## config.mk

```make
export PLATFORM = sky130hd
export DESIGN_NAME = grwc_div
export DESIGN_NICKNAME = d
export VERILOG_FILES = /design/src/rtl/core/grwc_pkg.sv /design/src/rtl/core/grwc_div.sv
export SDC_FILE = /design/constraint.sdc
export NUM_CORES = 1
export LEC_CHECK = 0
export BUFFER_PORTS_ARGS = -buffer_cell sky130_fd_sc_hd__buf_2
export CORE_MARGIN = 3
export CORE_UTILIZATION = 55
export DETAILED_ROUTE_END_ITERATION = 12
export PLACE_DENSITY_LB_ADDON = 0.25
export REMOVE_ABC_BUFFERS = 1
export SLEW_MARGIN = 25
export SYNTH_ARGS = -nofsm -noshare
export SYNTH_HDL_FRONTEND = slang
export SYNTH_SLANG_ARGS = --single-unit
```

## constraint.sdc

```tcl
create_clock -name clk -period 4 [get_ports clk]
set_input_delay 0 -clock clk [delete_from_list [all_inputs] [get_ports clk]]
set_output_delay 0 -clock clk [all_outputs]
set_load 0.02 [all_outputs]
```

## src/rtl/core/grwc_pkg.sv

```systemverilog
// ----------------------------------------------------------------------------
// grwc_pkg: shared definitions of the grid ray wall caster
// Map geometry, divider and map port types, state and register codes.
// ----------------------------------------------------------------------------
package grwc_pkg;

	localparam int MAP_COLS    = 32;
	localparam int MAP_ROWS    = 16;
	localparam int MAX_COLUMNS = 1024;
	localparam int MAP_CELLS   = MAP_COLS * MAP_ROWS;
	localparam int CELL_AW     = $clog2(MAP_CELLS);

	// walk limit per cast
	localparam int GUARD_N = MAP_COLS + MAP_ROWS + 2;
	localparam int GUARD_W = $clog2(GUARD_N);

	// shared divider: 48 bit dividend, 24 bit divisor, one quotient bit a cycle
	localparam int DIV_NW = 48;
	localparam int DIV_DW = 24;
	localparam int DIV_CW = $clog2(DIV_NW);

	// camera plane length 0.66 in Q.16
	localparam logic signed [16:0] PLANE_Q16 = 17'sd43254;

	localparam int COORD_W = 10;  // cell coordinate, signed
	localparam int RAY_W   = 21;  // ray component, signed Q.16
	localparam int DN_W    = 27;  // grid line offset from player, signed Q.16

	typedef struct packed {
		logic [3:0] wtype;
		logic [2:0] height;
	} cell_t;

	typedef struct packed {
		logic              start;
		logic [DIV_NW-1:0] num;
		logic [DIV_DW-1:0] den;
	} div_req_t;

	typedef struct packed {
		logic              done;
		logic [DIV_NW-1:0] quot;
		logic [DIV_DW-1:0] rem;
	} div_rsp_t;

	typedef enum logic [0:0] {
		CMD_WRITE = 1'b0,
		CMD_CAST  = 1'b1
	} cmd_t;

	typedef enum logic [2:0] {
		CFG_PLAYER_X      = 3'd0,
		CFG_PLAYER_Y      = 3'd1,
		CFG_DIR_COS       = 3'd2,
		CFG_DIR_SIN       = 3'd3,
		CFG_SCREEN_WIDTH  = 3'd4,
		CFG_SCREEN_HEIGHT = 3'd5,
		CFG_VIEW_TOP      = 3'd6,
		CFG_VIEW_HEIGHT   = 3'd7
	} cfg_reg_t;

	typedef enum logic [4:0] {
		S_IDLE,
		S_FDIV,
		S_PMUL,
		S_PRND,
		S_RMUL,
		S_RRND,
		S_INIT,
		S_SMUL,
		S_SCMP,
		S_SRD,
		S_TDIV,
		S_HMUL,
		S_HSTART,
		S_HDIV,
		S_BASE,
		S_BDIV,
		S_DONE
	} state_t;

	// v / 2^16, rounded half away from zero
	function automatic logic signed [47:0] round_q16(input logic signed [47:0] v);
		logic [47:0] mag;
		logic [47:0] r;
		begin
			mag = v[47] ? 48'(-v) : 48'(v);
			r   = (mag + 48'd32768) >> 16;
			return v[47] ? -signed'(r) : signed'(r);
		end
	endfunction

endpackage

```

## src/rtl/core/grwc_div.sv

```systemverilog
// ----------------------------------------------------------------------------
// grwc_div: shared unsigned divider
// Restoring division, one quotient bit per cycle; done pulses for one cycle.
// ----------------------------------------------------------------------------
module grwc_div (
	input  logic                clk,
	input  logic                arst_n,
	input  grwc_pkg::div_req_t  req,
	output grwc_pkg::div_rsp_t  rsp
);
	import grwc_pkg::*;

	logic              busy_q;
	logic              done_q;
	logic [DIV_CW-1:0] cnt_q;
	logic [DIV_NW-1:0] num_q;
	logic [DIV_DW-1:0] den_q;
	logic [DIV_DW-1:0] rem_q;

	logic [DIV_DW:0]   trial;
	logic              fits;
	logic [DIV_DW-1:0] rem_next;

	assign trial    = {rem_q, num_q[DIV_NW-1]};
	assign fits     = trial >= {1'b0, den_q};
	assign rem_next = fits ? DIV_DW'(trial - {1'b0, den_q}) : trial[DIV_DW-1:0];

	always_ff @(posedge clk or negedge arst_n) begin
		if (!arst_n) begin
			busy_q <= 1'b0;
			done_q <= 1'b0;
			cnt_q  <= '0;
		end else begin
			done_q <= busy_q && !req.start && (cnt_q == '0);
			if (req.start) begin
				busy_q <= 1'b1;
				cnt_q  <= DIV_CW'(DIV_NW - 1);
			end else if (busy_q) begin
				if (cnt_q == '0) begin
					busy_q <= 1'b0;
				end
				cnt_q <= cnt_q - 1'b1;
			end
		end
	end

	always_ff @(posedge clk) begin
		if (req.start) begin
			num_q <= req.num;
			den_q <= req.den;
			rem_q <= '0;
		end else if (busy_q) begin
			num_q <= {num_q[DIV_NW-2:0], fits};
			rem_q <= rem_next;
		end
	end

	assign rsp.done = done_q;
	assign rsp.quot = num_q;
	assign rsp.rem  = rem_q;

endmodule

```

==> results of run 1 <==
flip-flops by register name, summed over array words and instances (netlist names):
signal / cells
num_q: 48
den_q: 24
rem_q: 24
cnt_q: 6
busy_q: 1
done_q: 1
placed cells by master (no fill, tap or decap), types with 9 or more instances in the layout:
| cell | synthesis | final |
|---|---|---|
| mux2_2 | 50 | 50 |
| inv_1 | 36 | 35 |
| clkbuf_8 | 0 | 10 |
| a311oi_1 | 9 | 9 |
| a21oi_1 | 30 | 30 |
| xnor2_1 | 14 | 14 |
| edfxtp_1 | 72 | 72 |
| nand2_1 | 58 | 58 |
| o21ai_0 | 28 | 28 |
| ha_1 | 26 | 26 |
| dlygate4sd3_1 | 0 | 74 |
| nand3_1 | 12 | 12 |
| dfxtp_1 | 24 | 24 |
| buf_2 | 1 | 146 |
| nor2_1 | 27 | 27 |
how the worst min path moves through the flow:
stage / start / to / slack [ns] / cells after the start
6_report: req[72] / rem_q[20] / 0.09 / 2
5_1_grt: req[72] / cnt_q[4] / 0.1 / 2
2_1_floorplan: arst_n / busy_q / -0.30 / 0
4_1_cts: req[72] / cnt_q[4] / 0.10 / 2
3_3_place_gp: arst_n / cnt_q[5] / -0.15 / 1
3_5_place_dp: arst_n / cnt_q[4] / -0.15 / 1
kinds of logic after synthesis:
family,Yosys count,synth area share (%)
AO/OA/AOI/OAI,101,12.0
XOR/XNOR,20,3.13
adder cells (fa/ha/maj),27,6.17
buffers and inverters,59,4.32
flip-flops,104,50.8
multiplexers,55,11.0
AND/OR/NAND/NOR,146,12.6
power breakdown:
group          total, mW  switching (mW)  internal [mW]
logic               1.70            1.02          0.682
registers           1.48           0.148           1.34
clock network      0.825           0.381          0.443
layout make-up:
cell class	count	share of cell area [%]
timing repair buffer	226	20.4
clock buffer	10	1.85
multi-input combinational	349	33.9
sequential	104	38.2
inverter	36	1.82
tap	133	2.24
clock inverter	6	1.63
metal layers:
metal	vias to the layer above	routed length (um)	track usage, %
met5	-	0	0
met4	0	354	9.22
met3	33	1440	9.03
met2	265	7690	47.8
met1	2217	6170	34.8
li1	2283	-	-
worst max-delay path, delay by kind of cell, from the launching register on:
kind / cells / cell delay (ns)
adders and majority gates: 1 / 0.49
DFF: 1 / 0.39
buffers and inverters: 2 / 0.53
AOI/OAI and AO/OA: 4 / 0.89
and+or+nand+nor: 3 / 0.58
timing repair:
item,in CTS,in global routing
endpoints found under the setup margin,0,0
endpoints found under the hold margin,80,0
hold buffers,74,0
per-stage QoR:
| step | util, % | setup TNS (ns) | setup slack, ns |
|---|---|---|---|
| detailed placement | 65.6 | 0 | 1.05 |
| floorplan | - | -0.0702 | -0.0362 |
| finish | 75.8 | 0 | 1.01 |
| global placement | 65.6 | 0 | 1.15 |
| global route | 75.8 | 0 | 0.826 |
| CTS | 75.8 | 0 | 1.02 |
==> flow_summary.yaml, run 1 <==
synthesis:
  netlist_top_cells_area: "edfxtp_1 39%, mux2_2 10%, dfxtp_1 8.6%"
  avgSynthCellArea_sq_um: 10.9
  synthTopCellsByCount: "72 x edfxtp_1, 58 x nand2_1, 50 x mux2_2"
  synthCells: 512
  synth_edf_count: 72
  yosys_warnings: 0
  synth_seq_cells: 104
  ys_seq_area_share_pct: 50.8
  syn_area_sq_um: 5590
  yosysTopAreaCellShare_pct: 38.6
  yosys.cell_count.top_type: "edfxtp_1"
  async_flop_share_pct: 7.69
  ys.flop_type: "edfxtp_1"
  synth_area_leader_cell: "edfxtp_1"
  synth_cell_type_count: 57
cts:
  clock-sinks: 104
  cts_buffers: 9
  cts_resized: 0
  root_buffer: "clkbuf_8"
  cts_setup_buffers: 0
  cts_tree: "yes"
  clkTransAtPathRegs_ns: 0.10
  worstSkewPairLatency_ns: 0.39
  cts_buffer_depth: 2
  htreeDepth: 3
worst_setup_path:
  startpoint_type: "flip-flop"
  slowest_delay_ns: 0.49
  critPathKind: "flip-flop to flip-flop"
  cp.required_ns: 4.29
  cp.arrival_ns: 3.28
  r2r-start: "rem_q[9]"
  crit_top_cell: "buf_4"
  worstPathCellList: "ha_1, nand2_1, or3_1, o41ai_1, a221oi_1, o41ai_4, buf_4, buf_4, nand3_1, a311oi_1"
  crit_start: "rem_q[9]"
  endpoint: "rem_q[7]"
  end_kind: "flip-flop"
  reg2reg_slack_ns: 1.01
  crit_fanout: 16
  reg2reg_to: "rem_q[7]"
  slowest_stage: "ha_1"
  r2r_cells: 10
sta:
  slew_violations: 0
  period_minus_slack_ns: 2.99
  hold_viol: 0
  fmax_ghz: 0.334
  min_period_over_period_pct: 74.8
  skew_ns: 0.0106
  tightest_slew_ns: 0.970
  rsz0062_at_grt: "no"
  slew_headroom_pct: 35.2
  whs_ns: 0.0931
  finalSetupViolCount: 0
floorplanning:
  die_h_um: 107
  num_io_pins: 148
  die_area_sq_um: 11400
  initial_core_util_pct: 57.0
  fp.coreArea_sq_um: 9820
  die_width_um: 107
  core.rowCount: 36
final_layout:
  drive_above_1_share_pct: 31.5
  fin_area_sq_um: 7440
  nets: 828
  syn_to_final_growth_pct: 33.0
  diodes: 0
  fillers: 697
  seqCellArea_sq_um: 2840
  final_cells: 864
  multi_input_area_sq_um: 2520
route:
  drtAntennaViolNets: 0
  first_pass_iters: 5
  via_count: 4798
  drc: 0
  viasPerCell: 5.55
  wl_um: 15700
  routedWlPerCell_um: 18.1
  first_iter_violations: 303
pwr:
  design_power_total_mw: 4.01
  total_leakage_power_nw: 3.21
  ir_drop_mv: 0.413
  p_per_area_nw_per_um2: 538
placed_design:
  io_buffers: 147
  place_congestion: 0.929
  placed_area_sq_um: 6440
  dp_hpwl_um: 9890
  dp_cells: 774
grt:
  grt_pass1_vias: 4910
  overflow: 0
  grt_first_pass_wirelength_um: 25100
  grt_antenna_before_repair: 0
  grt_max_degree: 52
  grt.total_usage_pct: 28.4
run:
  maxCapViolCount: 0
worst_hold_path:
  min_path_type: "input pin to flip-flop"
run_status:
  outcome: "complete, no violations"
No activity file was read; power rests on OpenSTA's default activity.
==> inputs of run 2 (changes only) <==
--- a/config.mk
+++ b/config.mk
@@ -7,7 +7,7 @@
 export LEC_CHECK = 0
 export BUFFER_PORTS_ARGS = -buffer_cell sky130_fd_sc_hd__buf_2
 export CORE_MARGIN = 3
-export CORE_UTILIZATION = 55
+export CORE_UTILIZATION = 48
 export DETAILED_ROUTE_END_ITERATION = 12
 export PLACE_DENSITY_LB_ADDON = 0.25
 export REMOVE_ABC_BUFFERS = 1
==> constraint.sdc (replaced) <==
create_clock -name clk -period 2.6 [get_ports clk]
set_input_delay 0 -clock clk [delete_from_list [all_inputs] [get_ports clk]]
set_output_delay 0 -clock clk [all_outputs]
set_load 0.02 [all_outputs]
==> run 2 against run 1 <==
The flow now finishes with violations (setup timing); critical path depth up 1; global-route usage down 2.3 points; final area up 12%; clock skew down 0.0032 ns; power up 88%; sequential share of layout area down 4.2 points; worst setup slack worse by 1.1 ns; sequential power up 52%; sequential cell count unchanged; combinational power up 130%; worst hold slack worse by 0.069 ns; cell count up 9.0%.
==> flow_summary.yaml, run 2 (synthesis results as in run 1) <==
pwr:
  combinationalPowerShare_pct: 51.5
  clkPwrFrac_pct: 18.6
  total_leakage_power_nw: 3.69
  seq_power_share_pct: 29.9
  p_per_area_nw_per_um2: 898
  intPower_mw: 4.65
  sw_frac_of_total_pct: 38.1
  ir_drop_mv: 0.634
  design_power_total_mw: 7.52
  p_switching_mw: 2.87
sta:
  min_period_over_period_pct: 103
  slew_violations: 0
  finalSetupViolCount: 8
  fmax_ghz: 0.374
  slew_headroom_pct: 49.1
  hold_viol: 0
  rsz0062_at_grt: "yes"
  tightest_slew_ns: 0.763
  period_minus_slack_ns: 2.68
  skew_ns: 0.00738
  setup_tns_ns: -0.241
  setup_slack_ns: -0.0750
cts:
  cts_tree: "yes"
  root_buffer: "clkbuf_16"
  clkTransAtPathRegs_ns: 0.07
  cts_buffer_depth: 2
  htreeDepth: 3
  worstSkewPairLatency_ns: 0.35
  cts_buffers: 9
  clock-sinks: 104
route:
  via_count: 5186
  drtAntennaViolNets: 0
  drc: 0
  routedWlPerCell_um: 18.2
  first_iter_violations: 364
  wl_um: 17100
  first_pass_iters: 5
  viasPerCell: 5.51
worst_setup_path:
  end_kind: "flip-flop"
  cp.required_ns: 2.88
  critPathKind: "flip-flop to flip-flop"
  slowest_delay_ns: 0.51
  slowest_stage: "or4_1"
  startpoint_type: "flip-flop"
  cp.arrival_ns: 2.95
  worstPathCellList: "inv_2, ha_4, nand3b_4, a2111oi_4, o32a_2, buf_4, a41oi_4, buf_4, and4b_1, or4_1, o21ai_1"
  crit_fanout: 4
  crit_top_cell: "buf_4"
  r2r_cells: 11
final_layout:
  fin_area_sq_um: 8370
  largest_reg_flops: 48
  syn_to_final_growth_pct: 49.6
  drive_above_1_share_pct: 42.6
  final_cells: 942
  regMostFlops: "num_q"
  final_util_pct: 75.2
  diodes: 0
  reg_top3: "num_q (48), den_q (24), rem_q (24)"
  nets: 899
  final_cell_mix: "146 x buf_2, 73 x dlygate4sd3_1, 72 x edfxtp_1, 72 x buf_4, 50 x nand2_1"
  layout_commonest_cell: "buf_2"
floorplanning:
  core.rowCount: 38
  die_width_um: 114
  initial_core_util_pct: 50.3
  num_io_pins: 148
  die_h_um: 114
  die_area_sq_um: 13000
  fp.coreArea_sq_um: 11100
grt:
  grt_pass1_vias: 5308
  grt_first_pass_wirelength_um: 26800
  grt_max_degree: 62
  overflow: 0
  grt_antenna_before_repair: 0
  grt.total_usage_pct: 26.1
placed_design:
  io_buffers: 147
  dp_hpwl_um: 10700
  place_congestion: 0.965
  placed_area_sq_um: 6880
  dp_cells: 835
run_status:
  outcome: "complete, but fails checks"
  violations: "setup timing"
run:
  maxCapViolCount: 0
worst_hold_path:
  min_path_type: "input pin to async pin"
[run 2: cell types whose count changed in the layout (fill, tap and decap cells not counted), moves of 5 or more]
| cell | previous run | this run |
|---|---|---|
| ha_1 | 26 | 18 |
| a21oi_1 | 30 | 25 |
| o21ai_1 | 0 | 9 |
| nand2_1 | 58 | 50 |
| ha_4 | 0 | 5 |
| clkbuf_8 | 10 | 0 |
| o21ai_0 | 28 | 16 |
| buf_4 | 6 | 72 |
| inv_1 | 35 | 30 |
| clkbuf_16 | 0 | 9 |
[run 2: final timing paths]
check / from / end / slack [ns]
min reg2reg: rem_q[18] / rem_q[19] / 0.51
min in group clk: req[72] / cnt_q[4] / 0.23
max reg2reg: den_q[1] / rem_q[21] / -0.08
max: den_q[1] / rem_q[21] / -0.08
min: arst_n / cnt_q[1] / 0.02
max in group asynchronous: arst_n / busy_q / 2.40
[run 2: power groups by stage]
stage	combinational (mW)	clock, mW	sequential [mW]
after floorplan	1.46	0	2.54
after global placement	2.96	0	2.24
after detailed placement	3.00	0	2.25
after CTS	3.54	1.42	2.23
after global routing	4.14	1.47	2.28
final	3.87	1.40	2.25
[run 2: through the flow]
stage | setup slack [ns] | hold WS [ns]
global placement | -0.0865 | -0.151
floorplan | -1.44 | -0.296
finish | -0.0750 | 0.0239
CTS | -0.128 | 0.0256
detailed placement | -0.166 | -0.142
global route | -0.205 | 0.0400
[run 2: layer usage]
layer,global-route usage [%],share of wire (%),up-vias,wire [um]
met2,44.6,50,273,8580
met1,32.8,39,2453,6720
met5,0,0,-,0
met3,7.06,8.8,29,1510
li1,-,-,2431,-
met4,6.81,1.9,0,328
[run 2: cell type report]
| type | count | area [sq um] |
|---|---|---|
| clock inverters | 6 | 67.6 |
| inverters | 36 | 140 |
| multi-input cells | 349 | 2800 |
| clock buffers | 10 | 229 |
| flip-flops and latches | 104 | 2840 |
| well taps | 140 | 175 |
| fillers | 747 | 2760 |
| repair buffers | 297 | 2120 |
[run 2: critical path, delay by kind of cell (launching register included)]
family	cells	cell delay (ns)
simple gates	3	0.81
flops	1	0.37
fa+ha+maj	1	0.29
buf+inv	3	0.37
compound gates	4	0.76
[run 2: what timing repair did]
action / 4_1_cts / 5_1_grt
setup buffers: 11 / 6
pin swaps: 13 / 12
endpoints found under the setup margin: 22 / 25
hold endpoints to repair: 80 / 0
gates cloned: 2 / 0
gates resized for setup: 40 / 35
hold buffers: 73 / 0
